<file path="src/rtl/dbt_pkg.sv">
`default_nettype none
// ----------------------------------------------------------------------------
// dbt_pkg
// Shared types and constants for the event-coalescing timer.
// ----------------------------------------------------------------------------
package dbt_pkg;

   // Widths of the item fields and the configuration registers.
   localparam int unsigned CMD_W     = 2;
   localparam int unsigned PAYLOAD_W = 32;
   localparam int unsigned REG_W     = 16;

   // Reset values of the delay registers.
   localparam logic [REG_W-1:0] MIN_DELAY_RST = 16'd250;
   localparam logic [REG_W-1:0] MAX_DELAY_RST = 16'd0;

   // Configuration register indexes.
   localparam logic CSR_MIN_DELAY = 1'b0;
   localparam logic CSR_MAX_DELAY = 1'b1;

   // Commands carried by an input item.
   typedef enum logic [CMD_W-1:0] {
      CMD_TRIGGER = 2'd0,   // trigger, keep the held value
      CMD_LOAD    = 2'd1,   // latch the payload, then trigger
      CMD_CANCEL  = 2'd2,   // stop both countdowns
      CMD_TICK    = 2'd3    // one timer tick
   } cmd_type;

   // One result item.
   typedef struct packed {
      logic                 pending;
      logic                 fired;
      logic [PAYLOAD_W-1:0] value;
   } rsp_type;

endpackage
`default_nettype wire

</file>
<file path="src/rtl/debounce_with_max_latency_timer.sv">
`default_nettype none
// ----------------------------------------------------------------------------
// debounce_with_max_latency_timer
// Event-coalescing timer with a minimum idle time and a maximum latency.
// ----------------------------------------------------------------------------
// Every input item yields exactly one result item. Triggers restart an idle
// countdown of min_delay ticks and, when max_delay is nonzero and no latency
// countdown runs yet, start one of max_delay ticks; tick items count both
// down, and the block fires with the last latched payload when either one
// expires. The block takes one item per clock cycle while the result side
// is not stalled. An accepted item waits in the input register, then the
// combinational counter update loads its result into the result register.
// A stalled result holds the result register, and the input register takes
// items while it is empty or the result register is free or being emptied.
// Delay registers take effect at the next trigger.
module debounce_with_max_latency_timer #(
   parameter int unsigned DELAY_BITS = 16
) (
   input  wire logic        clock,
   input  wire logic        reset,
   // Input items.
   input  wire logic        req_tvalid,
   output logic             req_tready,
   input  wire logic [31:0] req_tdata,   // [31:0] payload
   input  wire logic [1:0]  req_tuser,   // [1:0] cmd
   // Result items.
   output logic             rsp_tvalid,
   input  wire logic        rsp_tready,
   output logic [31:0]      rsp_tdata,   // [31:0] value
   output logic [1:0]       rsp_tuser,   // [0] fired, [1] pending
   // Configuration writes.
   input  wire logic        csr_we,
   input  wire logic        csr_addr,
   input  wire logic [15:0] csr_wdata
);

   logic                          in_valid_ff;
   dbt_pkg::cmd_type              in_cmd_ff;
   logic [dbt_pkg::PAYLOAD_W-1:0] in_payload_ff;
   logic                          out_valid_ff;
   dbt_pkg::rsp_type              out_rsp_ff;
   logic [dbt_pkg::REG_W-1:0]     min_delay_ff;
   logic [dbt_pkg::REG_W-1:0]     max_delay_ff;

   logic                          out_free;
   logic                          advance;
   dbt_pkg::rsp_type              core_rsp;

   // Configuration registers.
   always_ff @(posedge clock) begin
      if (reset) begin
         min_delay_ff <= dbt_pkg::MIN_DELAY_RST;
         max_delay_ff <= dbt_pkg::MAX_DELAY_RST;
      end else if (csr_we) begin
         case (csr_addr)
            dbt_pkg::CSR_MIN_DELAY: min_delay_ff <= csr_wdata;
            dbt_pkg::CSR_MAX_DELAY: max_delay_ff <= csr_wdata;
            default: begin
               min_delay_ff <= min_delay_ff;
            end
         endcase
      end
   end

   // Handshake: the input register moves on whenever the result register
   // is empty or its item is being taken.
   assign out_free   = !out_valid_ff || rsp_tready;
   assign advance    = in_valid_ff && out_free;
   assign req_tready = !in_valid_ff || out_free;

   // Input register.
   always_ff @(posedge clock) begin
      if (reset) begin
         in_valid_ff <= 1'b0;
      end else if (req_tready) begin
         in_valid_ff <= req_tvalid;
      end
   end

   always_ff @(posedge clock) begin
      if (req_tready && req_tvalid) begin
         in_cmd_ff     <= dbt_pkg::cmd_type'(req_tuser);
         in_payload_ff <= req_tdata;
      end
   end

   // Countdown state and item update.
   dbt_core #(
      .DELAY_BITS (DELAY_BITS)
   ) u_core (
      .clock     (clock),
      .reset     (reset),
      .step      (advance),
      .cmd       (in_cmd_ff),
      .payload   (in_payload_ff),
      .min_delay (min_delay_ff),
      .max_delay (max_delay_ff),
      .rsp       (core_rsp)
   );

   // Result register.
   always_ff @(posedge clock) begin
      if (reset) begin
         out_valid_ff <= 1'b0;
      end else if (out_free) begin
         out_valid_ff <= advance;
      end
   end

   always_ff @(posedge clock) begin
      if (advance) begin
         out_rsp_ff <= core_rsp;
      end
   end

   assign rsp_tvalid = out_valid_ff;
   assign rsp_tdata  = out_rsp_ff.value;
   assign rsp_tuser  = {out_rsp_ff.pending, out_rsp_ff.fired};

endmodule
`default_nettype wire

</file>
<file path="src/rtl/dbt_core.sv">
`default_nettype none
// ----------------------------------------------------------------------------
// dbt_core
// Countdown state of the timer and the single-pass update for one item.
// ----------------------------------------------------------------------------
module dbt_core #(
   parameter int unsigned DELAY_BITS = 16
) (
   input  wire logic                                clock,
   input  wire logic                                reset,
   input  wire logic                                step,
   input  wire dbt_pkg::cmd_type                    cmd,
   input  wire logic [dbt_pkg::PAYLOAD_W-1:0]       payload,
   input  wire logic [dbt_pkg::REG_W-1:0]           min_delay,
   input  wire logic [dbt_pkg::REG_W-1:0]           max_delay,
   output dbt_pkg::rsp_type                         rsp
);

   logic [DELAY_BITS-1:0]         idle_cnt_ff, idle_cnt_in;
   logic                          idle_run_ff, idle_run_in;
   logic [DELAY_BITS-1:0]         lat_cnt_ff, lat_cnt_in;
   logic                          lat_run_ff, lat_run_in;
   logic [dbt_pkg::PAYLOAD_W-1:0] held_ff, held_in;

   logic [DELAY_BITS-1:0] mn;
   logic [DELAY_BITS-1:0] mx;
   logic                  fire;
   logic                  idle_exp;
   logic                  lat_exp;

   // Delays are loaded as wide as the counters.
   assign mn = DELAY_BITS'(min_delay);
   assign mx = DELAY_BITS'(max_delay);

   // Next state and result for the item in the input register.
   always_comb begin
      idle_cnt_in = idle_cnt_ff;
      idle_run_in = idle_run_ff;
      lat_cnt_in  = lat_cnt_ff;
      lat_run_in  = lat_run_ff;
      held_in     = held_ff;
      fire        = 1'b0;
      idle_exp    = 1'b0;
      lat_exp     = 1'b0;
      case (cmd)
         dbt_pkg::CMD_TRIGGER, dbt_pkg::CMD_LOAD: begin
            if (cmd == dbt_pkg::CMD_LOAD) begin
               held_in = payload;
            end
            // The latency countdown starts only if it is not already running.
            if ((mx != '0) && !lat_run_ff) begin
               lat_cnt_in = mx;
               lat_run_in = 1'b1;
            end
            idle_cnt_in = mn;
            idle_run_in = (mn != '0);
            // With both delays disabled the trigger passes straight through.
            fire = (mn == '0) && (mx == '0);
         end
         dbt_pkg::CMD_CANCEL: begin
            idle_cnt_in = '0;
            idle_run_in = 1'b0;
            lat_cnt_in  = '0;
            lat_run_in  = 1'b0;
         end
         dbt_pkg::CMD_TICK: begin
            // A running count of one or zero expires on this tick.
            if (idle_run_ff) begin
               if (idle_cnt_ff <= DELAY_BITS'(1)) begin
                  idle_cnt_in = '0;
                  idle_exp    = 1'b1;
               end else begin
                  idle_cnt_in = idle_cnt_ff - DELAY_BITS'(1);
               end
            end
            if (lat_run_ff) begin
               if (lat_cnt_ff <= DELAY_BITS'(1)) begin
                  lat_cnt_in = '0;
                  lat_exp    = 1'b1;
               end else begin
                  lat_cnt_in = lat_cnt_ff - DELAY_BITS'(1);
               end
            end
            fire = idle_exp || lat_exp;
         end
         default: begin
            fire = 1'b0;
         end
      endcase
      // Firing stops both countdowns.
      if (fire) begin
         idle_cnt_in = '0;
         idle_run_in = 1'b0;
         lat_cnt_in  = '0;
         lat_run_in  = 1'b0;
      end
   end

   assign rsp.fired   = fire;
   assign rsp.value   = fire ? held_in : '0;
   assign rsp.pending = idle_run_in || lat_run_in;

   // State registers advance once per processed item.
   always_ff @(posedge clock) begin
      if (reset) begin
         idle_cnt_ff <= '0;
         idle_run_ff <= 1'b0;
         lat_cnt_ff  <= '0;
         lat_run_ff  <= 1'b0;
         held_ff     <= '0;
      end else if (step) begin
         idle_cnt_ff <= idle_cnt_in;
         idle_run_ff <= idle_run_in;
         lat_cnt_ff  <= lat_cnt_in;
         lat_run_ff  <= lat_run_in;
         held_ff     <= held_in;
      end
   end

endmodule
`default_nettype wire

</file>
<file path="config.mk">
export PLATFORM = sky130hd
export DESIGN_NAME = debounce_with_max_latency_timer
export DESIGN_NICKNAME = d
export VERILOG_FILES = /design/src/rtl/dbt_pkg.sv /design/src/rtl/debounce_with_max_latency_timer.sv /design/src/rtl/dbt_core.sv
export SDC_FILE = /design/constraint.sdc
export NUM_CORES = 1
export LEC_CHECK = 0
export BUFFER_PORTS_ARGS = -buffer_cell sky130_fd_sc_hd__buf_2
export CORE_AREA = 2 2 137 139
export DETAILED_ROUTE_END_ITERATION = 12
export DIE_AREA = 0 0 139 141
export PLACE_DENSITY_LB_ADDON = 0.1
export SLEW_MARGIN = 20
export SYNTH_ARGS = -nofsm -noshare
export SYNTH_HDL_FRONTEND = slang
export SYNTH_SLANG_ARGS = --single-unit
</file>
<file path="constraint.sdc">
create_clock -name clock -period 2.4 [get_ports clock]
set_input_delay 0 -clock clock [delete_from_list [all_inputs] [get_ports clock]]
set_output_delay 0 -clock clock [all_outputs]
set_load 0.005 [all_outputs]
</file>
==> results of run 1 <==
-- timing repair --
action / in CTS / in global routing
pin swaps: 8 / 5
setup buffers: 4 / 1
hold buffers: 53 / 0
gates cloned: 1 / 1
gates resized for setup: 20 / 11
hold endpoints to repair: 68 / 0
endpoints found under the setup margin: 64 / 49
-- synth_stat cells, types with 3 or more instances --
cell type  count
ha_1           4
nor2b_1        7
a211oi_1       6
xor2_1         5
and2_1         4
or4_1          6
o21ai_0       20
nand3b_1       6
clkbuf_1      43
nor2_1        35
o31ai_1        6
a221oi_1      13
o32ai_1        3
nor3_1        31
xnor2_1        4
dfxtp_1      100
or3_1          5
nand2_1      212
buf_1          3
nor3b_1        3
edfxtp_1      68
a22oi_1        4
inv_1         12
buf_2          3
nand2b_1       5
nor4_1        18
a21oi_1      116
-- how the worst min path moves through the flow --
stage / endpoint / depth (start not counted) / start / slack [ns]
finish: min_delay_ff[13]$_SDFFE_PP0P_ / 4 / csr_addr / 0.08
global route: min_delay_ff[12]$_SDFFE_PP0P_ / 4 / csr_addr / 0.14
CTS: min_delay_ff[13]$_SDFFE_PP0P_ / 4 / csr_addr / 0.06
detailed placement: in_payload_ff[6]$_DFFE_PP_ / 1 / req_tdata[6] / 0.18
global placement: in_payload_ff[9]$_DFFE_PP_ / 1 / req_tdata[9] / 0.18
floorplan: in_cmd_ff[0]$_DFFE_PP_ / 0 / req_tuser[0] / 0.1
-- cells by family after synthesis --
logic type,Yosys count
buffers and inverters,63
AOI/OAI and AO/OA,189
xor gates and xnor gates,9
DFF,168
and+or+nand+nor,344
adders and majority gates,4
-- per-stage QoR --
step	std cells	instance area, µm²	power, mW	hold WS [ns]
2_1_floorplan	777	7130	3.81	0.0989
3_3_place_gp	1115	8230	4.16	0.178
3_5_place_dp	1115	8230	4.19	0.178
4_1_cts	1205	9530	7.11	0.0642
5_1_grt	1207	9590	7.38	0.137
6_report	1207	9590	7.08	0.0837
-- final cells by class --
cell class	instances	area, µm²	share of cell area
repair buffers	214	1640	0.171
inverters	13	48.8	0.00509
clock inverters	15	195	0.0204
flip-flops and latches	168	4050	0.422
well taps	234	293	0.0305
clock buffers	17	425	0.0444
multi-input cells	546	2940	0.306
-- registers in the layout, summed over array words and instances (netlist names), 16 cells and up --
| name | flops |
|---|---|
| u_core.lat_cnt_ff | 16 |
| rsp_tdata | 32 |
| u_core.held_ff | 32 |
| in_payload_ff | 32 |
| max_delay_ff | 16 |
| u_core.idle_cnt_ff | 16 |
| min_delay_ff | 16 |
-- critical path: cells and delay by family (launching register included) --
kind | cells | cell delay, ns
AND/OR/NAND/NOR | 3 | 1.15
flip-flops | 1 | 0.32
buffers and inverters | 2 | 0.34
AO/OA/AOI/OAI | 3 | 0.51
-- routing by layer --
layer | track usage | vias up | wire length, µm
met1 | 0.251 | 3043 | 8630
met5 | 0 | - | 0
met2 | 0.350 | 173 | 9830
met3 | 0.0418 | 16 | 885
met4 | 0.0617 | 0 | 244
li1 | - | 3102 | -
-- power by group through the flow --
| stage | logic, mW | clock network (mW) | registers, mW |
|---|---|---|---|
| 3_5_place_dp | 0.920 | 0 | 3.27 |
| 4_1_cts | 1.03 | 2.87 | 3.20 |
| 3_3_place_gp | 0.901 | 0 | 3.26 |
| 5_1_grt | 1.15 | 3.00 | 3.22 |
| 6_report | 1.05 | 2.82 | 3.21 |
| 2_1_floorplan | 0.560 | 0 | 3.25 |
==> reports/results.ini, run 1 <==
[status]
status = finished with violations
violations = negative setup slack

[floorplanning]
die-area_mm2 = 0.0196
initial_core_util = 0.388
die_h_um = 141
fp-row-count = 50
die_w_um = 139
io_pins = 92
coreArea_mm2 = 0.0183

[timing]
rsz0062_at_grt = true
slew_violations = 0
tns_ns = -0.611
worst_slew_pin_slew_ns = 0.895
timing.final.crit_period_ns = 2.47
final.setup.worst_slack_ns = -0.0740
fin_crit_sh = 1.03
finalClockSkew_ns = 0.0123
setup_viol = 14
maxClockFrequency_mhz = 404
slew_headroom = 0.402
hold_viol = 0

[finish]
fill_cells = 1704
final_common_cell = nand2_1
area_growth_pct = 35.1
layout.nets = 1020
final_cell_mix = nand2_1, a21oi_1, dfxtp_1, buf_2, edfxtp_1
diodes = 0
final_util = 0.525
drive_gt1_frac = 0.238

[cts]
clk_pin_slew_ns = 0.07
htree_levels = 4
cts-root-buf = clkbuf_16
cts_buffer_depth = 2
clock_latency_ns = 0.43
numClockSinks = 168
cts_buffers = 17
cts_tree = yes

[detailed_routing]
firstDrtPassIters = 5
avgViaCountPerCell = 5.25
vias = 6334
drtAntennaViolNets = 0
wl_per_cell_um = 16.2
drt_iter0_markers = 480
drt_wl_total_um = 19600
drcViolationCount = 0

[worst_setup_path]
cpMostUsedCell = buf_6
arrival_ns = 2.75
crit_required_ns = 2.68
endpoint = u_core.lat_cnt_ff[2]$_SDFFE_PP0P_
slowest_stage = or4_4
cp_slowest_stage_delay_ns = 0.53
startpoint = u_core.idle_cnt_ff[5]$_SDFFE_PP0P_
cp_cell_sequence = or4_4 > or2_4 > or3_4 > buf_6 > a221oi_4 > buf_6 > o21a_1 > o32ai_1
crit_path_end_kind = register
startpoint_type = register
critPathKind = register to register
regToRegEndpoint = u_core.lat_cnt_ff[2]$_SDFFE_PP0P_
r2r_cells = 8
r2r_start = u_core.idle_cnt_ff[5]$_SDFFE_PP0P_
critPathMaxFanout = 12
reg2reg_slack_ns = -0.07

[pwr]
p_leak_nw = 3.62
p_per_area_mw_per_mm2 = 738
p_int_mw = 5.10
switchingPower_mw = 1.98
p_seq_frac = 0.453
pwr-share-comb = 0.148
pwr-share-clk = 0.399
ir_drop_uv = 513
switching_share = 0.280

[synthesis]
synth_compound_area_frac = 0.161
synth_top_area_cell = edfxtp_1
syn-num-nets = 837
synth-seq-area-share = 0.570
synthAdderAreaFrac = 0.00705
synth_simple_gate_area_frac = 0.216
syn_avg_cell_area_um2 = 9.13
mappedNetlistArea_mm2 = 0.00710
yosys_most_used_dff = dfxtp_1
synth-xor-area-share = 0.0111
yosys_warnings = 0
muxShareOfSynthArea = 0
synth_seq_cells = 168
ys_async_sr_fraction = 0
yosys-top-cells-area = edfxtp_1, dfxtp_1, nand2_1
yosys.cell_types.count = 55
synth_top_family_by_area = simple AND/OR/NAND/NOR gates
synthCells = 777
synth_top_area_frac = 0.288
synth_edf_count = 68

[global_routing]
grt_overflow = 0
grt_max_degree = 71
grt_pass1_wl_um = 31600
grt_usage = 0.201
antenna_found_initial = 0
grt_pass1_vias = 6295

[placement]
place_ws_ns = -0.163
dp_hpwl_um = 12800
finalWeightedCongestion = 0.926
port_buffers = 91

[min_path]
min_path_type = input pin to register

[run]
max_cap_violations = 0

(Power assumes the default switching activity.)
==> inputs of run 2 (changes only) <==
--- a/config.mk
+++ b/config.mk
@@ -6,6 +6,8 @@
 export NUM_CORES = 1
 export LEC_CHECK = 0
 export BUFFER_PORTS_ARGS = -buffer_cell sky130_fd_sc_hd__buf_2
+export CELL_PAD_IN_SITES_DETAIL_PLACEMENT = 1
+export CELL_PAD_IN_SITES_GLOBAL_PLACEMENT = 1
 export CORE_AREA = 2 2 137 139
 export DETAILED_ROUTE_END_ITERATION = 12
 export DIE_AREA = 0 0 139 141
==> run 2 against run 1 <==
The flow still finishes with violations (negative setup slack). Clock skew barely moved. Fmax fell by 2.2%. Power up 0.51%. Register-to-register slack got worse by 0.06 ns. Final cell count grew 0.58%. Clock power shrank 2%. Sequential power is essentially flat. Highest routed layer unchanged. Combinational power grew 9%.
==> reports/results.ini, run 2 (synthesis gave the netlist of run 1 again) <==
[cts]
clk_pin_slew_ns = 0.07
cts_buffer_depth = 2
cts-root-buf = clkbuf_16
clock_latency_ns = 0.44
cts_tree = yes
cts_buffers = 17
htree_levels = 4
numClockSinks = 168

[floorplanning]
die_h_um = 141
initial_core_util = 0.388
die_w_um = 139
io_pins = 92
fp-row-count = 50
die-area_mm2 = 0.0196
coreArea_mm2 = 0.0183

[worst_setup_path]
cp_slowest_stage_delay_ns = 0.53
startpoint_type = register
critPathMaxFanout = 6
crit_path_end_kind = register
cp_cell_sequence = or4_4 > or2_4 > or3_4 > buf_6 > a221oi_4 > buf_6 > buf_6 > nor2_1 > a311oi_1
cpMostUsedCell = buf_6
crit_required_ns = 2.73
critPathKind = register to register
slowest_stage = or4_4
arrival_ns = 2.86

[global_routing]
grt_usage = 0.234
grt_pass1_wl_um = 36900
grt_pass1_vias = 7153
grt_max_degree = 42
antenna_found_initial = 0
grt_overflow = 0

[pwr]
p_int_mw = 5.09
switching_share = 0.284
pwr-share-clk = 0.388
pwr-share-comb = 0.160
switchingPower_mw = 2.02
p_leak_nw = 3.63
p_per_area_mw_per_mm2 = 736
ir_drop_uv = 496
p_seq_frac = 0.452

[timing]
slew_headroom = 0.442
hold_slack_ns = 0.0885
finalClockSkew_ns = 0.0122
fin_crit_sh = 1.05
rsz0062_at_grt = true
timing.final.crit_period_ns = 2.53
setup_viol = 14
worst_slew_pin_slew_ns = 0.837
hold_viol = 0
maxClockFrequency_mhz = 395
slew_violations = 0
final.setup.worst_slack_ns = -0.130

[finish]
layout.nets = 1027
area_growth_pct = 36.2
final_cell_mix = nand2_1, a21oi_1, dfxtp_1, buf_2, edfxtp_1
drive_gt1_frac = 0.254
final_common_cell = nand2_1
final_util = 0.529
diodes = 0

[min_path]
min_path_type = input pin to register

[detailed_routing]
avgViaCountPerCell = 5.40
firstDrtPassIters = 4
wl_per_cell_um = 19.1
drtAntennaViolNets = 0
drt_wl_total_um = 23200
drt_iter0_markers = 324
drcViolationCount = 0
vias = 6552

[placement]
port_buffers = 91
finalWeightedCongestion = 0.834
place_ws_ns = -0.124
dp_hpwl_um = 14900

[status]
violations = negative setup slack
status = finished with violations

[run]
max_cap_violations = 0

-- run 2: cell types whose count changed in the layout (fill, tap and decap cells not counted), sizes merged --
cell | previous run | this run
bufbuf | 1 | 0
clkinv | 7 | 6
buf | 160 | 167
clkbuf | 17 | 18
clkinvlp | 0 | 3
inv | 20 | 18
-- run 2: through the flow --
step / std cells / cell area, µm² / TNS (ns) / power [mW]
after CTS: 1209 / 9440 / -0.322 / 7.09
after floorplan: 777 / 7130 / -1.00 / 3.81
after detailed placement: 1121 / 8260 / -1.73 / 4.25
after global routing: 1214 / 9670 / -2.68 / 7.39
after global placement: 1121 / 8260 / -0.540 / 4.20
final: 1214 / 9670 / -0.880 / 7.11
-- run 2: layer usage --
layer	up-vias	routed length [µm]	track usage
met5	-	0	0
met4	0	409	0.0760
met3	36	725	0.0520
met2	132	12000	0.414
met1	3260	10000	0.285
li1	3124	-	-
-- run 2: layout make-up --
class | instances | area (µm²)
clock buffer | 17 | 425
clock inverter | 15 | 166
fill | 2097 | 8600
inverter | 13 | 48.8
multi-input combinational | 546 | 3020
sequential | 168 | 4050
tap | 234 | 293
timing repair buffer | 221 | 1670
-- run 2: worst paths after layout --
path	start	end	slack [ns]	cells after the start
worst max-delay path	u_core.idle_cnt_ff[7]$_SDFFE_PP0P_	u_core.lat_cnt_ff[7]$_SDFFE_PP0P_	-0.13	9
worst min register to register	u_core.held_ff[5]$_SDFFE_PP0P_	u_core.held_ff[5]$_SDFFE_PP0P_	0.46	2
worst max register to register	u_core.idle_cnt_ff[7]$_SDFFE_PP0P_	u_core.lat_cnt_ff[7]$_SDFFE_PP0P_	-0.13	9
worst min-delay path	csr_addr	min_delay_ff[9]$_SDFFE_PP0P_	0.09	5
-- run 2: power groups by stage --
stage,sequential [mW],clock (mW),combinational (mW)
6_report,3.21,2.76,1.14
2_1_floorplan,3.25,0,0.560
3_5_place_dp,3.27,0,0.984
3_3_place_gp,3.26,0,0.943
4_1_cts,3.21,2.80,1.08
5_1_grt,3.23,2.92,1.25
-- run 2: what timing repair did --
item | 4_1_cts | 5_1_grt
setup buffers | 2 | 4
endpoints found under the setup margin | 42 | 62
hold buffers | 53 | 0
hold endpoints to repair | 68 | 0
gates resized for setup | 9 | 38
pin swaps | 11 | 11
cloned | 1 | 1
-- run 2: critical path: cells and delay by family, from the launching register on --
| kind | cells | cell delay (ns) |
|---|---|---|
| flops | 1 | 0.32 |
| simple gates | 4 | 1.20 |
| buf+inv | 3 | 0.40 |
| compound gates | 2 | 0.52 |
